==> config.mk <==
export PLATFORM = sky130hd
export DESIGN_NAME = gregorian_date_advance
export DESIGN_NICKNAME = d
export VERILOG_FILES = /design/src/rtl/gda_pkg.sv /design/src/rtl/gregorian_date_advance.sv /design/src/rtl/gda_ctrl.sv /design/src/rtl/gda_dp.sv
export SDC_FILE = /design/constraint.sdc
export NUM_CORES = 1
export LEC_CHECK = 0
export ABC_AREA = 1
export BUFFER_PORTS_ARGS = -buffer_cell sky130_fd_sc_hd__clkbuf_2
export CAP_MARGIN = 10
export CORE_ASPECT_RATIO = 0.5
export CORE_MARGIN = 2
export CORE_UTILIZATION = 28
export CTS_BUF_LIST = sky130_fd_sc_hd__clkbuf_4
export CTS_CLUSTER_SIZE = 12
export DETAILED_ROUTE_END_ITERATION = 12
export PLACE_DENSITY = 0.45
export RECOVER_POWER = 25
export SYNTH_ARGS = -nofsm -noshare
export SYNTH_HDL_FRONTEND = slang
export SYNTH_SLANG_ARGS = --single-unit
==> constraint.sdc <==
create_clock -name clk -period 6.7 [get_ports clk]
set_clock_uncertainty 0.05 [all_clocks]
set_input_delay 0.67 -clock clk [delete_from_list [all_inputs] [get_ports clk]]
set_output_delay 0.67 -clock clk [all_outputs]
set_load 0.02 [all_outputs]
==> src/rtl/gda_pkg.sv <==
// Shared widths, command/status structs, state type and calendar tables for the date block.
package gda_pkg;

	localparam int YEAR_WIDTH  = 16;
	localparam int COUNT_WIDTH = 12;

	// stream packing
	localparam int IN_W        = 4 + 5 + YEAR_WIDTH + COUNT_WIDTH;
	localparam int IN_TDATA_W  = ((IN_W + 7) / 8) * 8;
	localparam int OUT_W       = 4 + 5 + YEAR_WIDTH + 9 + 9 + 1 + 4;
	localparam int OUT_TDATA_W = ((OUT_W + 7) / 8) * 8;

	localparam int IN_MONTH_LO = 0;
	localparam int IN_DAY_LO   = 4;
	localparam int IN_YEAR_LO  = 9;
	localparam int IN_COUNT_LO = 9 + YEAR_WIDTH;

	// compare width for remaining count against room in month (room needs 5 bits)
	localparam int CMP_W  = (COUNT_WIDTH > 5) ? COUNT_WIDTH : 5;

	// year / 25 by reciprocal: q = (y * DIV25_MUL) >> DIV25_SHIFT, exact for any year
	localparam int DIV25_SHIFT  = YEAR_WIDTH + 5;
	localparam int DIV25_PROD_W = 2 * YEAR_WIDTH + 1;
	localparam logic [YEAR_WIDTH:0] DIV25_MUL =
		(YEAR_WIDTH + 1)'(((64'd1 << DIV25_SHIFT) + 64'd24) / 64'd25);

	localparam logic [YEAR_WIDTH-1:0] YEAR_DEFAULT = YEAR_WIDTH'(2000);
	localparam logic [YEAR_WIDTH-1:0] YEAR_MAX     = {YEAR_WIDTH{1'b1}};
	localparam logic [3:0]            MONTH_DEC    = 4'd12;
	localparam logic [4:0]            MOD25        = 5'd25;

	typedef enum logic [2:0] {
		ST_IDLE,
		ST_LOAD_MOD,
		ST_LOAD_DAY,
		ST_ADVANCE,
		ST_FINISH
	} gda_state_t;

	typedef struct packed {
		logic take;      // latch the accepted beat
		logic mod_step;  // year mod 25: quotient, then remainder
		logic day_check; // validate loaded day
		logic adv_step;  // one month of advance
		logic publish;   // load the output register
	} gda_cmd_t;

	typedef struct packed {
		logic in_load;   // action bit of the offered beat is load
		logic mod_last;  // remainder cycle of the mod 25 pass
		logic adv_done;  // this advance step finishes the action
	} gda_status_t;

	function automatic logic [4:0] month_len(input logic [3:0] m, input logic leap);
		logic [4:0] len;
		unique case (m)
			4'd1, 4'd3, 4'd5, 4'd7, 4'd8, 4'd10, 4'd12: len = 5'd31;
			4'd4, 4'd6, 4'd9, 4'd11:                    len = 5'd30;
			4'd2:                                        len = leap ? 5'd29 : 5'd28;
			default:                                     len = 5'd0;
		endcase
		return len;
	endfunction

	// days in the months before m, common year
	function automatic logic [8:0] days_before(input logic [3:0] m);
		logic [8:0] d;
		unique case (m)
			4'd2:    d = 9'd31;
			4'd3:    d = 9'd59;
			4'd4:    d = 9'd90;
			4'd5:    d = 9'd120;
			4'd6:    d = 9'd151;
			4'd7:    d = 9'd181;
			4'd8:    d = 9'd212;
			4'd9:    d = 9'd243;
			4'd10:   d = 9'd273;
			4'd11:   d = 9'd304;
			4'd12:   d = 9'd334;
			default: d = 9'd0;
		endcase
		return d;
	endfunction

endpackage

==> src/rtl/gregorian_date_advance.sv <==
// Top level of the Gregorian date register with load and advance actions.
//
// Input stream (s_*): one beat is one action. s_tuser selects it: 0 loads the
// date in s_tdata after repair, 1 advances the held date by day_count days.
// Output stream (m_*): exactly one result beat per input beat, in order.
//
// Sequencing, one action at a time:
//   load    : year mod 25 by reciprocal multiply, quotient then remainder,
//             sets the leap status, then the day check.
//   advance : one step per month crossed; a zero count finishes at its first
//             step.
// The sequencer is back in idle in the cycle after the result is published,
// and only then can the next beat be accepted.
// s_tready is high only while the sequencer is idle; the next beat may be
// taken while a finished result still waits in the output register.
// A stalled receiver (m_tready low) holds m_tdata; a following action runs
// to completion and waits in its final state until the register frees.
// Reset (arst_n low) sets the date to 1 January 2000 and drops m_tvalid.
module gregorian_date_advance
	import gda_pkg::*;
(
	input  logic                   clk,
	input  logic                   arst_n,
	input  logic                   s_tvalid,
	output logic                   s_tready,
	// [3:0] new_month, [8:4] new_day, [+YEAR_WIDTH] new_year, [+COUNT_WIDTH] day_count
	input  logic [IN_TDATA_W-1:0]  s_tdata,
	// [0] action
	input  logic                   s_tuser,
	output logic                   m_tvalid,
	input  logic                   m_tready,
	// [3:0] month_now, [8:4] day_now, [+YEAR_WIDTH] year_now, then day_of_year (9),
	// days_left (9), leap_flag, month_repaired, year_repaired, day_repaired, year_overflow
	output logic [OUT_TDATA_W-1:0] m_tdata
);

	gda_cmd_t    cmd;
	gda_status_t status;

	gda_ctrl u_ctrl (
		.clk      (clk),
		.arst_n   (arst_n),
		.s_tvalid (s_tvalid),
		.s_tready (s_tready),
		.m_tvalid (m_tvalid),
		.m_tready (m_tready),
		.status   (status),
		.cmd      (cmd)
	);

	gda_dp u_dp (
		.clk     (clk),
		.arst_n  (arst_n),
		.s_tdata (s_tdata),
		.s_tuser (s_tuser),
		.cmd     (cmd),
		.status  (status),
		.m_tdata (m_tdata)
	);

	// result field views for the checks below
	localparam int OUT_DOY_LO  = 9 + YEAR_WIDTH;
	localparam int OUT_LEFT_LO = OUT_DOY_LO + 9;
	localparam int OUT_LEAP    = OUT_LEFT_LO + 9;
	localparam int OUT_OVF     = OUT_LEAP + 4;

	logic [3:0]            chk_month;
	logic [4:0]            chk_day;
	logic [YEAR_WIDTH-1:0] chk_year;
	logic [8:0]            chk_doy, chk_left;
	logic                  chk_leap;

	assign chk_month = m_tdata[3:0];
	assign chk_day   = m_tdata[8:4];
	assign chk_year  = m_tdata[9 +: YEAR_WIDTH];
	assign chk_doy   = m_tdata[OUT_DOY_LO +: 9];
	assign chk_left  = m_tdata[OUT_LEFT_LO +: 9];
	assign chk_leap  = m_tdata[OUT_LEAP];

	// a reported date is always a real calendar date
	a_valid_date: assert property (@(posedge clk) disable iff (!arst_n)
		m_tvalid |-> (chk_day != 5'd0) && (chk_day <= month_len(chk_month, chk_leap)))
		else $error("result date out of range");

	// day of year and days left add up to the year length
	a_year_sum: assert property (@(posedge clk) disable iff (!arst_n)
		m_tvalid |-> (10'(chk_doy) + 10'(chk_left)) == (chk_leap ? 10'd366 : 10'd365))
		else $error("day_of_year and days_left disagree");

	// overflow only ever lands on the last day of the largest year
	a_ovf_end: assert property (@(posedge clk) disable iff (!arst_n)
		(m_tvalid && m_tdata[OUT_OVF]) |->
			(chk_month == MONTH_DEC) && (chk_day == 5'd31) && (chk_year == YEAR_MAX))
		else $error("overflow away from the end of the largest year");

	// one action at a time: no second beat straight after an accept
	a_one_at_a_time: assert property (@(posedge clk) disable iff (!arst_n)
		(s_tvalid && s_tready) |=> !s_tready)
		else $error("input taken while an action is in flight");

endmodule

==> src/rtl/gda_ctrl.sv <==
// Sequencer for load, advance and result hand-off.
module gda_ctrl
	import gda_pkg::*;
(
	input  logic        clk,
	input  logic        arst_n,
	input  logic        s_tvalid,
	output logic        s_tready,
	output logic        m_tvalid,
	input  logic        m_tready,
	input  gda_status_t status,
	output gda_cmd_t    cmd
);

	gda_state_t state_q, state_d;
	logic       m_tvalid_q;
	logic       accept;
	logic       can_publish;

	assign accept      = s_tvalid && s_tready;
	assign can_publish = !m_tvalid_q || m_tready;

	always_comb begin
		state_d = state_q;
		unique case (state_q)
			ST_IDLE: begin
				if (s_tvalid) state_d = status.in_load ? ST_LOAD_MOD : ST_ADVANCE;
			end
			ST_LOAD_MOD: begin
				if (status.mod_last) state_d = ST_LOAD_DAY;
			end
			ST_LOAD_DAY: state_d = ST_FINISH;
			ST_ADVANCE: begin
				if (status.adv_done) state_d = ST_FINISH;
			end
			ST_FINISH: begin
				if (can_publish) state_d = ST_IDLE;
			end
			default: state_d = ST_IDLE;
		endcase
	end

	always_comb begin
		s_tready      = (state_q == ST_IDLE);
		cmd           = '0;
		cmd.take      = accept;
		cmd.mod_step  = (state_q == ST_LOAD_MOD);
		cmd.day_check = (state_q == ST_LOAD_DAY);
		cmd.adv_step  = (state_q == ST_ADVANCE);
		cmd.publish   = (state_q == ST_FINISH) && can_publish;
	end

	always_ff @(posedge clk or negedge arst_n) begin
		if (!arst_n) begin
			state_q    <= ST_IDLE;
			m_tvalid_q <= 1'b0;
		end else begin
			state_q <= state_d;
			if (cmd.publish)   m_tvalid_q <= 1'b1;
			else if (m_tready) m_tvalid_q <= 1'b0;
		end
	end

	assign m_tvalid = m_tvalid_q;

endmodule

==> src/rtl/gda_dp.sv <==
// Date registers, mod 25 unit, month stepper and result register.
module gda_dp
	import gda_pkg::*;
(
	input  logic                   clk,
	input  logic                   arst_n,
	input  logic [IN_TDATA_W-1:0]  s_tdata,
	input  logic                   s_tuser,
	input  gda_cmd_t               cmd,
	output gda_status_t            status,
	output logic [OUT_TDATA_W-1:0] m_tdata
);

	logic [3:0]            month_q;
	logic [4:0]            day_q;
	logic [YEAR_WIDTH-1:0] year_q;
	logic [4:0]            mod_q;    // year_q mod 25
	logic [YEAR_WIDTH-1:0] yload_q;
	logic [4:0]            quo_q;    // low bits of yload_q / 25
	logic                  phase_q;
	logic [4:0]            nd_q;
	logic [COUNT_WIDTH-1:0] rem_q;
	logic                  mfix_q, yfix_q, dfix_q, ovf_q;
	logic [OUT_TDATA_W-1:0] out_q;

	logic [3:0]            in_month;
	logic [4:0]            in_day;
	logic [YEAR_WIDTH-1:0] in_year;
	logic [COUNT_WIDTH-1:0] in_count;
	logic                  in_month_ok;

	logic                  leap;
	logic [4:0]            len;
	logic [4:0]            room;
	logic [CMP_W-1:0]      rem_ext, room_ext, rem_next;
	logic                  fits;
	logic                  at_end;
	logic [DIV25_PROD_W-1:0] prod;
	logic [4:0]            quo25;
	logic [4:0]            mod_n;
	logic [8:0]            doy, total;

	assign in_month = s_tdata[IN_MONTH_LO +: 4];
	assign in_day   = s_tdata[IN_DAY_LO +: 5];
	assign in_year  = s_tdata[IN_YEAR_LO +: YEAR_WIDTH];
	assign in_count = s_tdata[IN_COUNT_LO +: COUNT_WIDTH];
	assign in_month_ok = (in_month >= 4'd1) && (in_month <= MONTH_DEC);

	// divisible by 4, except by 100 unless by 400
	assign leap = (year_q[1:0] == 2'b00) && ((mod_q != 5'd0) || (year_q[3:0] == 4'd0));
	assign len  = month_len(month_q, leap);
	assign room = len - day_q;

	assign rem_ext  = CMP_W'(rem_q);
	assign room_ext = CMP_W'(room);
	assign fits     = rem_ext <= room_ext;
	assign rem_next = rem_ext - room_ext - CMP_W'(1);
	assign at_end   = (month_q == MONTH_DEC) && (year_q == YEAR_MAX);

	// quotient by reciprocal; remainder < 32, so five low bits of y - 25q suffice
	assign prod  = DIV25_PROD_W'(yload_q) * DIV25_PROD_W'(DIV25_MUL);
	assign quo25 = quo_q * MOD25;
	assign mod_n = yload_q[4:0] - quo25;

	assign doy   = days_before(month_q) + 9'(leap && (month_q > 4'd2)) + 9'(day_q);
	assign total = leap ? 9'd366 : 9'd365;

	always_comb begin
		status          = '0;
		status.in_load  = !s_tuser;
		status.mod_last = phase_q;
		status.adv_done = fits || at_end;
	end

	always_ff @(posedge clk or negedge arst_n) begin
		if (!arst_n) begin
			month_q <= 4'd1;
			day_q   <= 5'd1;
			year_q  <= YEAR_DEFAULT;
			mod_q   <= 5'd0;
		end else begin
			if (cmd.take && !s_tuser) begin
				month_q <= in_month_ok ? in_month : 4'd1;
				year_q  <= (in_year != '0) ? in_year : YEAR_DEFAULT;
				mod_q   <= 5'd0;
			end
			if (cmd.mod_step && phase_q) mod_q <= mod_n;
			if (cmd.day_check) begin
				if ((nd_q >= 5'd1) && (nd_q <= len)) day_q <= nd_q;
				else                                  day_q <= 5'd1;
			end
			if (cmd.adv_step) begin
				if (fits) begin
					day_q <= day_q + rem_ext[4:0];
				end else if (month_q != MONTH_DEC) begin
					month_q <= month_q + 4'd1;
					day_q   <= 5'd1;
				end else if (year_q != YEAR_MAX) begin
					year_q  <= year_q + YEAR_WIDTH'(1);
					month_q <= 4'd1;
					day_q   <= 5'd1;
					mod_q   <= (mod_q == 5'd24) ? 5'd0 : mod_q + 5'd1;
				end else begin
					day_q <= len;
				end
			end
		end
	end

	// working registers, no reset needed
	always_ff @(posedge clk) begin
		if (cmd.take) begin
			mfix_q  <= !s_tuser && !in_month_ok;
			yfix_q  <= !s_tuser && (in_year == '0);
			dfix_q  <= 1'b0;
			ovf_q   <= 1'b0;
			nd_q    <= in_day;
			rem_q   <= in_count;
			yload_q <= (in_year != '0) ? in_year : YEAR_DEFAULT;
			phase_q <= 1'b0;
		end
		if (cmd.mod_step) begin
			quo_q   <= prod[DIV25_SHIFT +: 5];
			phase_q <= 1'b1;
		end
		if (cmd.day_check) dfix_q <= !((nd_q >= 5'd1) && (nd_q <= len));
		if (cmd.adv_step && !fits) begin
			rem_q <= rem_next[COUNT_WIDTH-1:0];
			if (at_end) ovf_q <= 1'b1;
		end
		if (cmd.publish) begin
			out_q <= OUT_TDATA_W'({ovf_q, dfix_q, yfix_q, mfix_q, leap,
				total - doy, doy, year_q, day_q, month_q});
		end
	end

	assign m_tdata = out_q;

endmodule
==> metrics.md <==
| Metric | Value |
|---|---|
| YS warnings | `0` |
| Overall routed net length | `29100 um` |
| Routed len/inst | `14.3 um` |
| Crit path launch type | `flop` |
| Wire length of the first global-routing pass | `47500 um` |
| Total global routing overflow | `0` |
| Crit path capture type | `flop` |
| Port Buffer Count | `91` |
| Resize count post-CTS | `0` |
| Most repeated cell in the gate-level netlist after synthesis | `sky130_fd_sc_hd__inv_1` |
| LEAKAGE | `6.70 nW` |
| Area of the core | `0.0419 sq mm` |
| Post-route clock period utilization | `84.3%` |
| CTS HTree Levels | `4` |
| Die boundary width | `295 um` |
| Failing checks | `capacitance limit, slew limit` |
| # DRC | `0` |
| Largest delay contributor family on the critical path | `adder cells` |
| Initial cell density of the core | `28.3%` |
| Pre-antenna DRT Iters | `5` |
| Signed area change from the synthesized netlist to the final layout | `11.8%` |
| Number of top-level design ports | `95` |
| Number of max-slew violations in the final report | `35` |
| Hold Buf Count CTS | `0` |
| Count of final setup violators | `0` |
| RSZ-0062 raised after global routing | `false` |
| Placement Rows | `53` |
| HPWL after detailed placement | `24100 um` |
| Initial antenna violation count | `1` |
| Buffer type at the clock tree root | `sky130_fd_sc_hd__clkbuf_4` |
| Synthesized netlist net count | `1649` |
| Status | `finished, violations left` |
| Worst supply voltage drop on vdd | `0.0867 mV` |
| Slew @ Worst Pin | `2100 ps` |
| Die height | `150 um` |
| Largest net degree at the start of global routing | `49` |
| Synthesized netlist cell count | `1355` |
| NumNets Final | `1741` |
| Slowest cell on crit path | `sky130_fd_sc_hd__fa_1` |
| Largest fanout of any net on the critical path | `10` |
| Arrival time at the worst endpoint | `5890 ps` |
| Number of max-cap violations | `1` |
| Largest area contributor in the synthesized netlist | `sky130_fd_sc_hd__edfxtp_1` |
| Synthesized area per cell | `8.77 sq um` |
| Sum of buffers and inverters on the critical path | `4` |
| Worst endpoint required time | `6940 ps` |
| CTS max path bufs | `2` |
| Total number of vias | `8640` |
| Count of filler cells inserted in the layout | `4533` |
| Hold Crit Class | `in -> reg` |
| Power density over the cells | `109 mW/mm^2` |
| Number of flops mapped to enable cells by yosys | `89` |
| Achievable clock frequency | `177 MHz` |
| Number of placed cells counting well taps | `2005` |
| Delay of the slowest cell on the worst path | `780 ps` |
| Crit path top cell by count | `sky130_fd_sc_hd__nand2_1` |
| Post-layout instance count excluding filler cells | `2038` |
| Most frequent cells after synthesis | `sky130_fd_sc_hd__inv_1 (314), sky130_fd_sc_hd__nand2_1 (260), sky130_fd_sc_hd__ha_1 (147)` |
| Prevailing post-synth register cell | `sky130_fd_sc_hd__edfxtp_1` |
| Startpoint of the most critical setup path | `u_dp.yload_q[2]` |
| Share of post-route cells with drive strength above 1 | `8.63%` |
| TritonCTS clock tree | `yes` |
| Total clock sinks | `125` |
| Iteration-0 DRC Markers | `305` |
| Clock input transition at the sequential cells of the worst setup and hold paths | `130 ps` |
| Post-synthesis sequential area ratio | `30.1%` |
| Number of hold violations in the final report | `0` |
| Number of buffers inserted during clock tree synthesis | `17` |
| Residual antenna-violating net count after detailed routing | `0` |
| Netlist cell types | `45` |
| Category of the critical setup timing path | `reg -> reg` |
| Global-route total usage across every layer | `13.8%` |
| Post-synthesis instance area | `0.0119 sq mm` |
| Detailed-route vias per instance | `4.24` |
| Clock Latency Late Sink | `550 ps` |
| Vias in the first global route | `8881` |
| Weighted congestion at the end of routability-driven global placement | `0.854` |
| Post-CTS repair timing setup buffer count | `0` |
| Cells along the critical path | `fa_1 -> inv_1 -> fa_1 -> fa_1 -> fa_1 -> inv_1 -> fa_1 -> inv_1 -> fa_1 -> inv_1 -> ha_1 -> nand2_1 -> nand2_1 -> a21oi_1 -> o21ai_0 -> nand2_1 -> nand2_1 -> nand2_1 -> nand3_1 -> nand2_1 -> nand2_1` |
| Count of state elements after synthesis | `125` |
| Critical register-to-register path startpoint | `u_dp.yload_q[2]` |
| Fraction of synthesized cell area taken by the top area cell type | `22.5%` |
| Area contributors post-synth | `sky130_fd_sc_hd__edfxtp_1 (22%), sky130_fd_sc_hd__fa_1 (17%), sky130_fd_sc_hd__ha_1 (15%)` |
| Post-layout min period | `5650 ps` |
| Launch instance of the worst min-delay path | `s_tdata[8]` |
| Share of flip-flops with an asynchronous set or reset after synthesis | `27.2%` |
| Setup tns final | `0 ps` |
| Die area | `0.0442 sq mm` |
| Max-slew headroom | `-39.7%` |
## power breakdown
part | internal (W) | switching (W) | leakage [nW]
registers | 0.000821 | 0.0000000000000000000121 | 1.25
logic | 0.00000924 | 0.0000178 | 5.29
clock network | 0.000265 | 0.000332 | 0.169
## flip-flops by register name (all words and copies together), names as in the netlist
| name | count |
|---|---|
| u_dp.m_tdata | 48 |
| u_dp.day_q | 5 |
| u_dp.rem_ext | 12 |
| u_dp.yload_q | 16 |
| u_dp.yfix_q | 1 |
| u_dp.dfix_q | 1 |
| u_dp.month_q | 4 |
| u_ctrl.state_q | 3 |
| u_dp.quo_q | 5 |
| u_dp.year_q | 16 |
| u_ctrl.m_tvalid | 1 |
| u_dp.ovf_q | 1 |
| u_dp.phase_q | 1 |
| u_dp.mod_q | 5 |
| u_dp.nd_q | 5 |
| u_dp.mfix_q | 1 |
## area by class of cell
type | instances | area, sq um | share of cell area [%]
sequential | 125 | 3570 | 26.9
inverter | 318 | 1200 | 9.01
antenna | 1 | 2.50 | 0.0188
clock inverter | 15 | 185 | 1.39
clock buffer | 17 | 128 | 0.961
tap | 577 | 722 | 5.44
multi-input combinational | 891 | 7010 | 52.8
timing repair buffer | 94 | 460 | 3.47
## routing by layer
| layer | vias up | GRT usage (%) | routed length (um) |
|---|---|---|---|
| li1 | 4459 | - | - |
| met1 | 4105 | 18.5 | 14100 |
| met2 | 60 | 24.2 | 14300 |
| met3 | 16 | 1.87 | 490 |
| met4 | 0 | 2.56 | 283 |
| met5 | - | 0 | 0 |
## stage by stage
| step | instance area (sq um) | power (W) | hold slack [ps] | setup slack, ps | utilization, % |
|---|---|---|---|---|---|
| floorplan | 11900 | 0.000845 | 324 | 1580 | - |
| global placement | 13000 | 0.000868 | 356 | 1060 | 31.0 |
| detailed placement | 13000 | 0.000867 | 355 | 1060 | 31.0 |
| CTS | 13300 | 0.00147 | 216 | 1030 | 31.7 |
| global route | 13300 | 0.00150 | 209 | 729 | 31.7 |
| finish | 13300 | 0.00145 | 259 | 1050 | 31.7 |
## cells by family (layout without fill, tap and decap cells)
kind of cell | after synthesis | count (layout) | synth area share, %
adder cells (fa/ha/maj) | 249 | 249 | 32.7
other | 0 | 1 | 0
flip-flops | 125 | 125 | 30.1
AO/OA/AOI/OAI | 148 | 148 | 6.92
buffers and inverters | 339 | 444 | 11.0
AND/OR/NAND/NOR | 448 | 448 | 15.9
multiplexers | 4 | 4 | 0.337
XOR/XNOR | 42 | 42 | 3.10
## worst register-to-register path, delay by kind of cell, from the launching register on
family	cells	cell delay, ps
adder cells (fa/ha/maj)	7	3540
flip-flops	1	720
AND/OR/NAND/NOR	8	520
AO/OA/AOI/OAI	2	290
buffers and inverters	4	270
## cell usage in the layout, fill, tap and decap left out, types with 25 or more instances in the layout
cell type	instances
sky130_fd_sc_hd__nand3_1	66
sky130_fd_sc_hd__xor2_1	25
sky130_fd_sc_hd__o21ai_0	63
sky130_fd_sc_hd__nand2_1	260
sky130_fd_sc_hd__a21oi_1	44
sky130_fd_sc_hd__clkbuf_2	77
sky130_fd_sc_hd__fa_1	102
sky130_fd_sc_hd__edfxtp_1	89
sky130_fd_sc_hd__inv_1	315
sky130_fd_sc_hd__ha_1	147
sky130_fd_sc_hd__dfrtp_1	26
sky130_fd_sc_hd__nor2_1	75
## worst paths after layout
kind                            slack [ps]  cells after the start               end
worst max-delay path                  1050                     21     u_dp.quo_q[3]
worst min-delay path                   260                      1      u_dp.nd_q[4]
worst max register to register        1050                     21     u_dp.quo_q[3]
worst min register to register         370                      0  u_dp.m_tdata[44]
max in group asynchronous             4730                      1   u_dp.month_q[3]
min in group asynchronous              660                      1   u_dp.year_q[11]
Note: power is estimated with default switching activity, not from simulation.
